$ cat src/bmp24_pkg.sv
`timescale 1ns / 1ps
`default_nettype none
// ----------------------------------------------------------------------------
// bmp24_pkg
// Shared types, constants and helpers for the 24-bit BMP stream decoder.
// ----------------------------------------------------------------------------
package bmp24_pkg;

   // Largest width or height accepted from the header
   localparam int MAX_DIM      = 4096;
   // Counter width that holds 0 .. MAX_DIM
   localparam int DIM_W        = $clog2(MAX_DIM + 1);
   // Reported position and dimension widths
   localparam int POS_W        = 12;
   localparam int IMG_W        = 13;
   localparam int HDR_CNT_W    = 6;
   localparam int HEADER_BYTES = 54;
   localparam int BPP_24       = 24;

   // Result kinds
   localparam logic [1:0] KIND_PIXEL  = 2'd0;
   localparam logic [1:0] KIND_HEADER = 2'd1;
   localparam logic [1:0] KIND_ERROR  = 2'd2;

   typedef struct packed {
      logic [7:0] data_byte;
      logic       start_of_file;
   } req_type;

   typedef struct packed {
      logic [1:0]       kind;
      logic [7:0]       red;
      logic [7:0]       green;
      logic [7:0]       blue;
      logic [POS_W-1:0] pixel_row;
      logic [POS_W-1:0] pixel_col;
      logic [IMG_W-1:0] image_width;
      logic [IMG_W-1:0] image_height;
      logic             last_pixel;
   } rsp_type;

   // Saturate a 32-bit header word to the reported dimension width
   function automatic logic [IMG_W-1:0] sat_dim(input logic [31:0] v);
      logic [31:0] lim;
      lim = 32'((1 << IMG_W) - 1);
      if (v > lim) begin
         sat_dim = IMG_W'(lim);
      end else begin
         sat_dim = IMG_W'(v);
      end
   endfunction

endpackage
`default_nettype wire

$ cat src/bmp24_parser.sv
`timescale 1ns / 1ps
`default_nettype none
// ----------------------------------------------------------------------------
// bmp24_parser
// Header capture, pixel assembly and row padding for one byte per step.
// ----------------------------------------------------------------------------
module bmp24_parser
   import bmp24_pkg::*;
(
   input  wire logic    clock,
   input  wire logic    reset,
   input  wire logic    step,
   input  wire req_type req,
   output logic         res_valid,
   output rsp_type      res
);

   localparam logic [1:0] PH_HEADER = 2'd0;
   localparam logic [1:0] PH_PIXEL  = 2'd1;
   localparam logic [1:0] PH_IDLE   = 2'd2;

   logic [1:0]           phase_ff, phase_in;
   logic [HDR_CNT_W-1:0] hdr_cnt_ff, hdr_cnt_in;
   logic [31:0]          width_ff, width_in;
   logic [31:0]          height_ff, height_in;
   logic [15:0]          depth_ff, depth_in;
   logic [1:0]           bip_ff, bip_in;
   logic [7:0]           blue_ff, blue_in;
   logic [7:0]           green_ff, green_in;
   logic [DIM_W-1:0]     col_ff, col_in;
   logic [DIM_W-1:0]     row_ff, row_in;
   logic [1:0]           pad_ff, pad_in;

   // Restart view of the state when the start flag is set
   logic [1:0]           cur_phase;
   logic [HDR_CNT_W-1:0] cur_cnt;
   logic [31:0]          cur_width, cur_height;
   logic [15:0]          cur_depth;
   logic [1:0]           cur_bip, cur_pad;
   logic [DIM_W-1:0]     cur_col, cur_row;
   logic [DIM_W-1:0]     col_next, row_next;
   logic [7:0]           b;
   logic                 bad;

   always_comb begin
      b          = req.data_byte;
      cur_phase  = req.start_of_file ? PH_HEADER : phase_ff;
      cur_cnt    = req.start_of_file ? '0 : hdr_cnt_ff;
      cur_width  = req.start_of_file ? '0 : width_ff;
      cur_height = req.start_of_file ? '0 : height_ff;
      cur_depth  = req.start_of_file ? '0 : depth_ff;
      cur_bip    = req.start_of_file ? '0 : bip_ff;
      cur_pad    = req.start_of_file ? '0 : pad_ff;
      cur_col    = req.start_of_file ? '0 : col_ff;
      cur_row    = req.start_of_file ? '0 : row_ff;
      col_next   = cur_col + DIM_W'(1);
      row_next   = cur_row + DIM_W'(1);

      bad = (cur_depth != 16'(BPP_24)) ||
            (cur_width == '0) || (cur_width > 32'(MAX_DIM)) ||
            (cur_height == '0) || (cur_height > 32'(MAX_DIM));

      phase_in   = cur_phase;
      hdr_cnt_in = cur_cnt;
      width_in   = cur_width;
      height_in  = cur_height;
      depth_in   = cur_depth;
      bip_in     = cur_bip;
      pad_in     = cur_pad;
      col_in     = cur_col;
      row_in     = cur_row;
      blue_in    = blue_ff;
      green_in   = green_ff;

      res_valid        = 1'b0;
      res              = '0;
      res.image_width  = sat_dim(cur_width);
      res.image_height = sat_dim(cur_height);

      unique case (cur_phase)
         PH_HEADER: begin
            // Merge the kept header fields, little-endian
            case (cur_cnt)
               6'd18: width_in[7:0]    = cur_width[7:0] | b;
               6'd19: width_in[15:8]   = cur_width[15:8] | b;
               6'd20: width_in[23:16]  = cur_width[23:16] | b;
               6'd21: width_in[31:24]  = cur_width[31:24] | b;
               6'd22: height_in[7:0]   = cur_height[7:0] | b;
               6'd23: height_in[15:8]  = cur_height[15:8] | b;
               6'd24: height_in[23:16] = cur_height[23:16] | b;
               6'd25: height_in[31:24] = cur_height[31:24] | b;
               6'd28: depth_in[7:0]    = cur_depth[7:0] | b;
               6'd29: depth_in[15:8]   = cur_depth[15:8] | b;
               default: ;
            endcase
            hdr_cnt_in = cur_cnt + HDR_CNT_W'(1);
            // Judge the header on its last byte
            if (cur_cnt == HDR_CNT_W'(HEADER_BYTES - 1)) begin
               res_valid = 1'b1;
               if (bad) begin
                  res.kind = KIND_ERROR;
                  phase_in = PH_IDLE;
               end else begin
                  res.kind = KIND_HEADER;
                  phase_in = PH_PIXEL;
                  bip_in   = '0;
                  col_in   = '0;
                  row_in   = '0;
                  pad_in   = '0;
               end
            end
         end
         PH_PIXEL: begin
            if (cur_pad != '0) begin
               // Drop a row pad byte
               pad_in = cur_pad - 2'd1;
            end else if (cur_bip == 2'd0) begin
               blue_in = b;
               bip_in  = 2'd1;
            end else if (cur_bip == 2'd1) begin
               green_in = b;
               bip_in   = 2'd2;
            end else begin
               // Emit the pixel and advance column and row
               bip_in        = 2'd0;
               res_valid     = 1'b1;
               res.kind      = KIND_PIXEL;
               res.red       = b;
               res.green     = green_ff;
               res.blue      = blue_ff;
               res.pixel_row = POS_W'(cur_row);
               res.pixel_col = POS_W'(cur_col);
               col_in        = col_next;
               if (32'(col_next) >= cur_width) begin
                  col_in = '0;
                  row_in = row_next;
                  if (32'(row_next) >= cur_height) begin
                     res.last_pixel = 1'b1;
                     phase_in       = PH_IDLE;
                  end else begin
                     pad_in = cur_width[1:0];
                  end
               end
            end
         end
         default: ;
      endcase
   end

   // Hold state between accepted bytes
   always_ff @(posedge clock) begin
      if (reset) begin
         phase_ff   <= PH_HEADER;
         hdr_cnt_ff <= '0;
         width_ff   <= '0;
         height_ff  <= '0;
         depth_ff   <= '0;
         bip_ff     <= '0;
         col_ff     <= '0;
         row_ff     <= '0;
         pad_ff     <= '0;
      end else if (step) begin
         phase_ff   <= phase_in;
         hdr_cnt_ff <= hdr_cnt_in;
         width_ff   <= width_in;
         height_ff  <= height_in;
         depth_ff   <= depth_in;
         bip_ff     <= bip_in;
         col_ff     <= col_in;
         row_ff     <= row_in;
         pad_ff     <= pad_in;
      end
   end

   always_ff @(posedge clock) begin
      if (step) begin
         blue_ff  <= blue_in;
         green_ff <= green_in;
      end
   end

   a_pad_in_pixel: assert property (@(posedge clock) disable iff (reset)
      (pad_ff != 2'd0) |-> (phase_ff == PH_PIXEL))
      else $error("pad bytes pending outside pixel phase");

   a_bip_in_pixel: assert property (@(posedge clock) disable iff (reset)
      (bip_ff != 2'd0) |-> (phase_ff == PH_PIXEL && pad_ff == 2'd0))
      else $error("partial pixel outside pixel phase or during padding");

   a_hdr_cnt_range: assert property (@(posedge clock) disable iff (reset)
      hdr_cnt_ff <= HDR_CNT_W'(HEADER_BYTES))
      else $error("header byte count past the header length");

endmodule
`default_nettype wire

$ cat src/bmp24_stream_decoder.sv
`timescale 1ns / 1ps
`default_nettype none
// ----------------------------------------------------------------------------
// bmp24_stream_decoder
// Byte-stream decoder for uncompressed 24-bit BMP files.
// ----------------------------------------------------------------------------
// Usage:
//   req_*  carries one file byte per transaction; start_of_file marks the
//          first byte of a file and restarts the parser on that byte.
//   rsp_*  carries results: one header verdict (accepted or error) after
//          header byte 53, then one pixel per three data bytes with its row
//          and column. Pad bytes and header bytes give no transaction.
// Timing: a result is registered and appears on rsp_valid in the cycle
//   after the byte that completes it is accepted.
// Throughput: one byte per cycle unless stalled; the parser updates its
//   counters in a single pass from request handshake to result register.
// Stall: the result register holds while rsp_ready is low; req_ready stays
//   high if the register is empty or is taken in the same cycle.
// Reset: the parser enters the header phase with all counters cleared and
//   the result register empty. After an error or the last pixel, bytes are
//   dropped until the next start_of_file.
// ----------------------------------------------------------------------------
module bmp24_stream_decoder
   import bmp24_pkg::*;
(
   input  wire logic    clock,
   input  wire logic    reset,
   input  wire logic    req_valid,
   output logic         req_ready,
   input  wire req_type req_data,
   output logic         rsp_valid,
   input  wire logic    rsp_ready,
   output rsp_type      rsp_data
);

   logic    step;
   logic    res_valid;
   rsp_type res;
   logic    rsp_valid_ff, rsp_valid_in;
   rsp_type rsp_data_ff;

   assign req_ready = !rsp_valid_ff || rsp_ready;
   assign step      = req_valid && req_ready;

   bmp24_parser u_parser (
      .clock     (clock),
      .reset     (reset),
      .step      (step),
      .req       (req_data),
      .res_valid (res_valid),
      .res       (res)
   );

   // Load a new result or drop the delivered one
   always_comb begin
      rsp_valid_in = rsp_valid_ff;
      if (step && res_valid) begin
         rsp_valid_in = 1'b1;
      end else if (rsp_ready) begin
         rsp_valid_in = 1'b0;
      end
   end

   always_ff @(posedge clock) begin
      if (reset) begin
         rsp_valid_ff <= 1'b0;
      end else begin
         rsp_valid_ff <= rsp_valid_in;
      end
   end

   always_ff @(posedge clock) begin
      if (step && res_valid) begin
         rsp_data_ff <= res;
      end
   end

   assign rsp_valid = rsp_valid_ff;
   assign rsp_data  = rsp_data_ff;

   a_last_is_pixel: assert property (@(posedge clock) disable iff (reset)
      (rsp_valid_ff && rsp_data_ff.last_pixel) |-> (rsp_data_ff.kind == KIND_PIXEL))
      else $error("last_pixel on a non-pixel result");

   a_col_in_range: assert property (@(posedge clock) disable iff (reset)
      (rsp_valid_ff && rsp_data_ff.kind == KIND_PIXEL) |->
      (IMG_W'(rsp_data_ff.pixel_col) < rsp_data_ff.image_width))
      else $error("pixel column beyond image width");

   a_header_clean: assert property (@(posedge clock) disable iff (reset)
      (rsp_valid_ff && rsp_data_ff.kind != KIND_PIXEL) |->
      (rsp_data_ff.red == 8'd0 && rsp_data_ff.green == 8'd0 &&
       rsp_data_ff.blue == 8'd0 && rsp_data_ff.pixel_row == '0 &&
       rsp_data_ff.pixel_col == '0))
      else $error("header result carries pixel data");

endmodule
`default_nettype wire
$ cat config.mk
export PLATFORM = sky130hd
export DESIGN_NAME = bmp24_stream_decoder
export DESIGN_NICKNAME = d
export VERILOG_FILES = /design/src/bmp24_pkg.sv /design/src/bmp24_parser.sv /design/src/bmp24_stream_decoder.sv
export SDC_FILE = /design/constraint.sdc
export NUM_CORES = 1
export LEC_CHECK = 0
export BUFFER_PORTS_ARGS = -buffer_cell sky130_fd_sc_hd__buf_2
export CELL_PAD_IN_SITES_DETAIL_PLACEMENT = 1
export CELL_PAD_IN_SITES_GLOBAL_PLACEMENT = 1
export CORE_ASPECT_RATIO = 1.25
export CORE_UTILIZATION = 50
export CTS_CLUSTER_DIAMETER = 200
export DETAILED_ROUTE_END_ITERATION = 6
export HOLD_SLACK_MARGIN = 0.02
export PLACE_DENSITY = 0.9
export SETUP_SLACK_MARGIN = 0.4
export SYNTH_ARGS = -nofsm -noshare
export SYNTH_HDL_FRONTEND = slang
export SYNTH_HIERARCHICAL = 1
export SYNTH_SLANG_ARGS = --single-unit
$ cat constraint.sdc
create_clock -name clock -period 6.14 [get_ports clock]
set_input_delay 0.921 -clock clock [delete_from_list [all_inputs] [get_ports clock]]
set_output_delay 0.921 -clock clock [all_outputs]
set_load 0.02 [all_outputs]
==> flow_metrics.py, run 1 <==
metrics = {
    "cells_and_area": {
        "n_antenna_cell": 0,
        "most_frequent_cells_in_the_layout": "nand2_1 (145), dfxtp_1 (119), edfxtp_1 (93), buf_2 (91), o21ai_0 (66)",
        "postLayoutCellArea_um2": 10700,
        "most_frequent_standard_cell_in_the_layout_excluding_fill_and_tap_cells": "nand2_1",
        "fin_cells": 1236,
        "drive_above_1_share_pct": 16.6,
        "area_growth_syn_to_layout_pct": 14.2,
        "number_of_nets_at_the_end_of_the_flow": 1038,
        "filler_cell_count": 2013,
    },
    "floorplan": {
        "die-height_um": 155,
        "num_io_pins": 92,
        "fp.dieArea_um2": 19300,
        "initial_utilization_pct": 51.5,
        "floorplan.core_area_um2": 18200,
        "die_w_um": 125,
        "placement_rows": 55,
    },
    "logic_synthesis": {
        "synthDominantCellAreaShare_pct": 29.8,
        "synth.yosys.seq_area_share_pct": 55.1,
        "dominantRegCellSynth": "dfxtp_1",
        "synth.yosys.warnings": 6,
        "synth_seq_cells": 212,
        "synth_area_per_cell_um2": 10.3,
        "synthesis.nets": 957,
        "synth_cells": 912,
        "yosysTopAreaCell": "edfxtp_1",
        "mappedNetlistArea_um2": 9390,
        "synthArstFlopShare_pct": 0,
        "synth_cell_types": 78,
        "yosys-top-cells-area": "edfxtp_1 (30%), dfxtp_1 (25%), nand2_1 (5.8%), ha_1 (4.3%), a22o_1 (3.9%)",
        "synth-edff-count": 93,
    },
    "placed_design": {
        "placement.setup.worst_slack_ps": 1020,
        "place_congestion": 0.943,
        "port_buffers": 91,
        "placedInstanceArea_um2": 10000,
        "place_hpwl_um": 19600,
        "placed_cells": 1198,
    },
    "clocking": {
        "cts_htree_levels": 1,
        "cts_setup_buffers": 0,
        "worstSkewPairLatency_ps": 510,
        "cts_buffer_depth": 3,
        "cts_buffers": 21,
        "cts-resized-gates": 0,
        "number_of_buffers_added_to_fix_hold_violations_after_cts": 0,
        "cts_sinks": 212,
        "cts.root.buffer_cell": "clkbuf_16",
        "tritoncts": "done",
        "clk_transition_reported_paths_ps": 70,
    },
    "drt": {
        "firstDrtPassIters": 7,
        "viasPerCell": 6.46,
        "route.vias.total": 7981,
        "remaining_drc_errors": 26,
        "first_iter_violations": 735,
        "wl_per_cell_um": 24.2,
        "drt_wl_total_um": 29900,
        "postRouteAntennaNets": 0,
    },
    "power_and_ir_drop": {
        "peakVddDrop_uv": 207,
        "power.density_cell_area_nw_per_um2": 265,
        "p_total_mw": 2.84,
        "power.static_leakage_nw": 4.10,
    },
    "global_routing": {
        "grt_start_max_net_pins": 80,
        "first_pass_grt_wire_length_um": 46100,
        "antenna_found_initial": 0,
        "overall_overflow_remaining_after_global_route": 0,
        "track_usage_pct": 30.6,
        "via_count_of_the_first_global_routing_pass": 8128,
    },
    "outcome": {
        "failed_checks": "DRC",
        "outcome": "complete, but fails checks",
    },
    "worst_setup_path": {
        "timing_worst_setup_path_type": "in2reg",
        "reg2reg_setup_slack_ps": 1460,
        "critical_path_arrival_ps": 5440,
        "worst_setup_path_start_kind": "primary input",
        "cp_data_required_time_ps": 6590,
        "worstPathMaxFanout": 26,
        "endpoint_kind": "register",
    },
    "timing": {
        "fmaxAchievable_ghz": 0.201,
        "number_of_endpoints_with_negative_hold_slack_in_the_final_report": 0,
        "setup_tns_ps": 0,
        "layout_worst_path_cycle_share_pct": 81.2,
        "report.final.setup_viol": 0,
        "finClkSkew_ps": 15.7,
        "rsz0062_at_grt": "false",
        "final.min_clock_period_ps": 4990,
        "relative_slew_slack_pct": 35.5,
        "final_critical_path_setup_slack_ps": 1150,
        "worstMarginPinSlew_ps": 964,
        "finalMaxSlewViolations": 0,
    },
    "worst_hold_path": {
        "hold_path.class": "reg2reg",
    },
    "run": {
        "maxCapViolCount": 0,
    },
}
==> cells in the mapped netlist, types with 3 or more instances <==
cell	count
nand3_1	28
nand2b_1	8
a22o_1	42
a211oi_1	5
inv_1	14
dfxtp_1	119
nor3_1	11
a211o_1	3
a41oi_1	4
edfxtp_1	93
nor4_2	5
nand2_1	145
o21a_1	3
o21ai_1	3
a21oi_1	29
buf_2	3
ha_1	32
or3_1	6
or2_2	3
and3_1	48
nor2b_1	6
a21o_1	5
xor2_1	12
nand3b_1	5
and2_1	5
o21ai_0	66
clkbuf_1	32
xnor2_1	11
mux2i_1	4
nor2_1	61
o22ai_1	3
nor4_1	15
nand4_1	16
o31ai_1	6
a31oi_1	6
==> metrics by stage <==
| step | utilization, % | hold slack (ps) |
|---|---|---|
| floorplan | - | 417 |
| global placement | 55.0 | 428 |
| detailed placement | 55.0 | 441 |
| CTS | 58.8 | 456 |
| global route | 58.8 | 479 |
| finish | 58.8 | 457 |
==> worst max-delay path: stages <==
cell and delay (ps):
buf_2 260, nor2b_1 290, ha_1 280, nand3_1 150, nor4_1 760, xnor2_1 200
ha_1 350, nand3_1 110, a211oi_2 200, o21ai_1 150, o21ai_1 750, nand3_1 310
nor2_1 450, a22o_1 230
==> final timing paths <==
path,endpoint,cells after the start,startpoint
max,u_parser/row_ff[7],14,req_data[0]
max reg2reg,u_parser/row_ff[7],13,u_parser/col_ff[0]
min reg2reg,u_parser/depth_ff[11],2,u_parser/depth_ff[11]
min,u_parser/depth_ff[11],2,u_parser/depth_ff[11]
==> area by class of cell <==
class / instances / area [µm²] / share of cell area, %
sequential: 212 / 5170 / 48.3
tap: 228 / 285 / 2.66
timing repair buffer: 99 / 528 / 4.93
multi-input combinational: 644 / 3990 / 37.2
clock inverter: 9 / 77.6 / 0.724
inverter: 15 / 56.3 / 0.525
clock buffer: 29 / 608 / 5.67
==> cell families after synthesis <==
group	Yosys count	share of synthesized area, %
flops	212	55.1
xor+xnor	23	2.15
fa+ha+maj	32	4.27
mux	4	0.427
buf+inv	56	2.52
simple gates	386	21.1
compound gates	199	14.4
==> sequential cells by signal (all words and copies together) (netlist names), 6 cells and up <==
name and cells:
u_parser/height_ff 32, u_parser/blue_ff 8, u_parser/row_ff 13, u_parser/col_ff 13
u_parser/hdr_cnt_ff 6, rsp_data 77, u_parser/depth_ff 16, u_parser/width_ff 32
u_parser/green_ff 8
==> layer usage <==
| metal | track usage (%) | vias to the layer above | share of wire [%] |
|---|---|---|---|
| met5 | 0 | - | 0 |
| met4 | 19.3 | 0 | 6.1 |
| met3 | 4.92 | 125 | 6.6 |
| met1 | 34.8 | 3944 | 37 |
| li1 | - | 3514 | - |
| met2 | 53.6 | 398 | 50 |
==> report_power, final <==
part | total, mW | internal [mW] | leakage [nW] | switching [mW]
clock | 1.28 | 0.739 | 0.347 | 0.545
sequential | 1.47 | 1.46 | 1.70 | 0.00187
combinational | 0.0856 | 0.0158 | 2.05 | 0.0698
Note: power is estimated with default switching activity, not from simulation.
==> inputs of run 2 (changes only) <==
Settings changed: CORE_UTILIZATION 50 to 42, PLACE_DENSITY 0.9 to 0.81.
Clock period 6.14 ns to 4.05 ns, I/O delays scaled along.
==> run 2 against run 1 <==
Effect of this change:
- the run now ends clean
- global-route usage fell by 6.6 points
- combinational power grew 57%
- utilization shrank 7.4 points
- clock skew fell by 2.3 ps
- register-to-register slack lost 910 ps
- via count decreased by 4.0%
- non-clock buffer count rose by 16
- total power rose by 59%
- clock power grew 69%
- largest cell class unchanged
- first-iteration DRC count fell by 25%
- largest power group unchanged
- sequential power is 51% higher
- sequential share of layout area shrank 1.8 points
==> flow_metrics.py, run 2 (synthesis results as in run 1) <==
metrics = {
    "clocking": {
        "clk_transition_reported_paths_ps": 60,
        "cts_htree_levels": 1,
        "cts_buffers": 22,
        "worstSkewPairLatency_ps": 510,
        "cts_sinks": 212,
        "cts_buffer_depth": 3,
        "number_of_buffers_added_to_fix_hold_violations_after_cts": 0,
        "tritoncts": "done",
        "cts.root.buffer_cell": "clkbuf_16",
    },
    "worst_setup_path": {
        "critical_path_buf_inv_count": 2,
        "worstPathMaxFanout": 5,
        "timing_worst_setup_path_type": "reg2reg",
        "reg2reg_from": "u_parser/row_ff[1]",
        "worst_setup_path_start_kind": "register",
        "crit_path_cell_trace": "inv_1 -> nor2_4 -> ha_4 -> nand3_4 -> nor3_4 -> nand3_2 -> or3_4 -> or3_1 -> a21oi_2 -> ha_1 -> a21oi_1 -> o21ai_0 -> o21ai_1 -> buf_4 -> a41oi_1 -> o31ai_1",
        "critical_path_depth": 16,
        "endpoint_kind": "register",
        "cpMaxStageDelayCell": "or3_4",
        "worst_r2r_path_depth": 16,
        "slowest_delay_ps": 420,
        "worstReg2RegEnd": "u_parser/pad_ff[0]",
        "timing.critical_path.from": "u_parser/row_ff[1]",
        "critical_path_arrival_ps": 3910,
        "reg2reg_setup_slack_ps": 550,
        "path_delay_family": "simple AND/OR/NAND/NOR gates",
        "cp-endpoint": "u_parser/pad_ff[0]",
        "cp_data_required_time_ps": 4460,
    },
    "floorplan": {
        "placement_rows": 60,
        "num_io_pins": 92,
        "floorplan.core_area_um2": 21700,
        "die-height_um": 169,
        "initial_utilization_pct": 43.3,
        "fp.dieArea_um2": 23000,
        "die_w_um": 136,
    },
    "placed_design": {
        "place_congestion": 0.872,
        "port_buffers": 91,
        "placement.setup.worst_slack_ps": -62.6,
        "place_hpwl_um": 19300,
    },
    "cells_and_area": {
        "number_of_nets_at_the_end_of_the_flow": 1055,
        "largest_register_ff_count": 77,
        "most_frequent_standard_cell_in_the_layout_excluding_fill_and_tap_cells": "nand2_1",
        "filler_cell_count": 2409,
        "multi_input_comb_area_um2": 4120,
        "sequential_cell_area_um2": 5180,
        "area_growth_syn_to_layout_pct": 18.7,
        "drive_above_1_share_pct": 20.0,
        "n_antenna_cell": 0,
        "most_frequent_cells_in_the_layout": "nand2_1 (145), dfxtp_1 (118), edfxtp_1 (93), buf_2 (91), o21ai_0 (63)",
    },
    "timing": {
        "setup_tns_ps": 0,
        "relative_slew_slack_pct": 47.3,
        "rsz0062_at_grt": "false",
        "whs_ps": 429,
        "finalMaxSlewViolations": 0,
        "layout_worst_path_cycle_share_pct": 86.4,
        "worstMarginPinSlew_ps": 786,
        "final.min_clock_period_ps": 3500,
        "fmaxAchievable_ghz": 0.286,
        "finClkSkew_ps": 13.4,
        "report.final.setup_viol": 0,
        "number_of_endpoints_with_negative_hold_slack_in_the_final_report": 0,
        "final_critical_path_setup_slack_ps": 549,
    },
    "drt": {
        "remaining_drc_errors": 0,
        "viasPerCell": 5.87,
        "route.vias.total": 7663,
        "drt_wl_total_um": 27300,
        "first_iter_violations": 552,
        "postRouteAntennaNets": 0,
        "wl_per_cell_um": 20.9,
        "firstDrtPassIters": 5,
    },
    "global_routing": {
        "overall_overflow_remaining_after_global_route": 0,
        "grt_start_max_net_pins": 66,
        "via_count_of_the_first_global_routing_pass": 7827,
        "track_usage_pct": 24.0,
        "first_pass_grt_wire_length_um": 42900,
        "antenna_found_initial": 0,
    },
    "worst_hold_path": {
        "hold_path.class": "in2reg",
        "holdPathStages": 3,
    },
    "outcome": {
        "outcome": "complete, no violations",
    },
    "power_and_ir_drop": {
        "power.static_leakage_nw": 4.25,
        "peakVddDrop_uv": 275,
        "p_total_mw": 4.52,
        "power.density_cell_area_nw_per_um2": 405,
    },
    "run": {
        "maxCapViolCount": 0,
    },
}
==> run 2: power by group <==
group	leakage (nW)	total, mW	switching [mW]	internal [mW]
Sequential	1.70	2.22	0.00272	2.22
Combinational	2.15	0.134	0.106	0.0275
Clock	0.391	2.16	0.857	1.30
Total	4.25	4.52	0.966	3.55
==> run 2: timing repair <==
item / in CTS / in global routing
pin swaps: 0 / 2
buffers inserted: 0 / 1
gates cloned: 0 / 0
resized for setup: 4 / 12
setup endpoints to repair: 25 / 29
==> run 2: worst min-delay path: cells and delay by family <==
kind | cells | cell delay (ps)
AND/OR/NAND/NOR | 1 | 130
buffers and inverters | 1 | 80
AO/OA/AOI/OAI | 1 | 70
==> run 2: layout make-up <==
type	instances	share of cell area, %
Clock buffer	29	6.03
Multi-Input combinational cell	644	37.0
Inverter	15	0.505
Clock inverter	11	1.06
Timing Repair Buffer	115	5.82
Tap cell	279	3.13
Sequential cell	212	46.5
==> run 2: through the flow <==
step	std cells	area (µm²)	util (%)
6_report	1305	11100	51.3
5_1_grt	1305	11100	51.3
4_1_cts	1304	11100	51.1
3_5_place_dp	1264	10300	47.4
3_3_place_gp	1264	10300	47.4
2_1_floorplan	912	9510	-
==> run 2: how the worst min path moves through the flow <==
stage | start | to | slack (ps)
finish | rsp_ready | rsp_valid | 430
global route | req_valid | rsp_valid | 440
CTS | rsp_ready | rsp_valid | 420
global placement | u_parser/depth_ff[14] | u_parser/depth_ff[14] | 430
floorplan | u_parser/depth_ff[14] | u_parser/depth_ff[14] | 420
detailed placement | u_parser/depth_ff[13] | u_parser/depth_ff[13] | 440
==> run 2: layer usage <==
metal	part of all wire (%)	vias up	GRT usage (%)
met5	0	-	0
met4	3.5	0	9.18
met3	3.5	73	2.72
met2	52	172	43.2
met1	41	3866	28.9
li1	-	3552	-
==> inputs of run 3 (changes only) <==
Settings changed: CELL_PAD_IN_SITES_DETAIL_PLACEMENT 1 to unset, CELL_PAD_IN_SITES_GLOBAL_PLACEMENT 1 to unset, CORE_UTILIZATION 42 to 53.
==> run 3 against run 2 <==
Effect of this change:
- register-to-register slack better by 90 ps
- non-clock buffer count grew 1
- combinational power decreased by 4%
- maximum frequency is 2.1% higher
- sequential share of layout area rose by 0.70 points
- first-iteration DRC count increased by 16%
- routed wire length is 14% lower
- count of clock-buffer cells in the layout grew 1
- sequential power hardly changed
- sequential cell count stayed put
- via count is 1.0% lower
- critical endpoint is now u_parser/row_ff[10]
==> flow_metrics.py, run 3 (synthesis results as in run 1) <==
metrics = {
    "global_routing": {
        "first_pass_grt_wire_length_um": 36900,
        "via_count_of_the_first_global_routing_pass": 7332,
        "grt_start_max_net_pins": 55,
        "track_usage_pct": 25.9,
        "antenna_found_initial": 0,
        "overall_overflow_remaining_after_global_route": 0,
    },
    "power_and_ir_drop": {
        "power.net_switching_mw": 0.878,
        "peakVddDrop_uv": 287,
        "p_total_mw": 4.25,
        "power.density_cell_area_nw_per_um2": 387,
        "power.combinational.fraction_pct": 3.0,
        "share_seq_of_total_power_pct": 52.3,
        "power.static_leakage_nw": 4.21,
        "share_clk_of_total_power_pct": 44.7,
        "sw_frac_of_total_pct": 20.7,
        "internal_dissipation_mw": 3.37,
    },
    "cells_and_area": {
        "final_core_util_pct": 63.2,
        "n_antenna_cell": 0,
        "number_of_nets_at_the_end_of_the_flow": 1054,
        "most_frequent_standard_cell_in_the_layout_excluding_fill_and_tap_cells": "nand2_1",
        "most_frequent_cells_in_the_layout": "nand2_1 (145), dfxtp_1 (118), edfxtp_1 (93), buf_2 (91), o21ai_0 (64)",
        "drive_above_1_share_pct": 19.4,
        "area_growth_syn_to_layout_pct": 16.9,
        "largest_register_ff_count": 77,
    },
    "drt": {
        "route.vias.total": 7584,
        "drt_wl_total_um": 23500,
        "postRouteAntennaNets": 0,
        "firstDrtPassIters": 5,
        "wl_per_cell_um": 18.8,
        "first_iter_violations": 642,
        "remaining_drc_errors": 0,
        "viasPerCell": 6.08,
    },
    "timing": {
        "worstMarginPinSlew_ps": 792,
        "relative_slew_slack_pct": 47.0,
        "number_of_endpoints_with_negative_hold_slack_in_the_final_report": 0,
        "finalMaxSlewViolations": 0,
        "fmaxAchievable_ghz": 0.292,
        "setup_tns_ps": 0,
        "layout_worst_path_cycle_share_pct": 84.6,
        "final_critical_path_setup_slack_ps": 622,
        "report.final.setup_viol": 0,
        "final.min_clock_period_ps": 3430,
        "rsz0062_at_grt": "false",
        "finClkSkew_ps": 11.2,
    },
    "placed_design": {
        "port_buffers": 91,
        "place_hpwl_um": 16500,
        "place_congestion": 0.939,
        "placement.setup.worst_slack_ps": 136,
    },
    "outcome": {
        "outcome": "complete, no violations",
    },
    "worst_hold_path": {
        "hold_path.class": "in2reg",
    },
    "clocking": {
        "tritoncts": "done",
        "cts_htree_levels": 1,
        "worstSkewPairLatency_ps": 500,
        "cts_buffer_depth": 3,
        "cts_sinks": 212,
        "cts_buffers": 20,
        "clk_transition_reported_paths_ps": 60,
        "cts.root.buffer_cell": "clkbuf_16",
    },
    "floorplan": {
        "fp.dieArea_um2": 18300,
        "initial_utilization_pct": 54.1,
        "placement_rows": 54,
        "die-height_um": 151,
        "num_io_pins": 92,
        "floorplan.core_area_um2": 17400,
        "die_w_um": 121,
    },
    "worst_setup_path": {
        "endpoint_kind": "register",
        "critical_path_arrival_ps": 3820,
        "timing_worst_setup_path_type": "in2reg",
        "reg2reg_setup_slack_ps": 640,
        "worst_setup_path_start_kind": "primary input",
        "worstPathMaxFanout": 15,
        "cp_data_required_time_ps": 4440,
    },
    "run": {
        "maxCapViolCount": 0,
    },
}
==> run 3: per-stage QoR <==
step / cells / hold slack [ps] / area [µm²]
final: 1247 / 418 / 11000
after global routing: 1247 / 432 / 11000
after CTS: 1243 / 409 / 10900
after detailed placement: 1207 / 438 / 10200
after global placement: 1207 / 429 / 10200
after floorplan: 912 / 417 / 9510
==> run 3: power groups by stage <==
stage	registers [mW]	clock network, mW	logic [mW]
after detailed placement	2.27	0	0.122
final	2.22	1.90	0.128
after CTS	2.22	1.92	0.123
after global routing	2.22	2.00	0.136
after floorplan	2.27	0	0.0761
after global placement	2.27	0	0.122
==> run 3: what timing repair did <==
| action | CTS | global route |
|---|---|---|
| gates resized for setup | 0 | 15 |
| hold buffers | 0 | 0 |
| setup buffers | 0 | 4 |
| endpoints found under the setup margin | 0 | 31 |
==> run 3: layer usage <==
metal	GRT usage (%)	vias to the layer above	part of all wire, %
li1	-	3569	-
met1	31.4	3603	39
met2	44.6	311	50
met3	2.82	101	6.1
met4	15.7	0	5.7
met5	0	-	0
==> run 3: path summary, 6_finish.rpt <==
check | start | end | cells past startpoint
hold reg to reg | u_parser/depth_ff[13] | u_parser/depth_ff[13] | 2
hold / removal | rsp_ready | rsp_valid | 3
setup / recovery | req_data[0] | u_parser/row_ff[10] | 16
setup reg to reg | u_parser/col_ff[1] | u_parser/row_ff[10] | 14
==> run 3: layout make-up <==
type                       count  area [µm²]
sequential                   212        5180
timing repair buffer         116         668
tap                          224         280
inverter                      15        56.3
fill                        1333        6390
clock buffer                  30         621
multi-input combinational    644        4120
clock inverter                 6        56.3
==> run 3: critical path: stages <==
cell and delay, ps:
buf_2 140, buf_4 200, nor2b_4 150, ha_4 180, nand3_4 100, or2_4 270
nor2_1 220, xnor2_1 160, ha_1 300, nand2_1 70, a211oi_2 190, o21ai_1 140
o21a_1 270, o31ai_1 330, a21oi_2 160, a211o_1 310
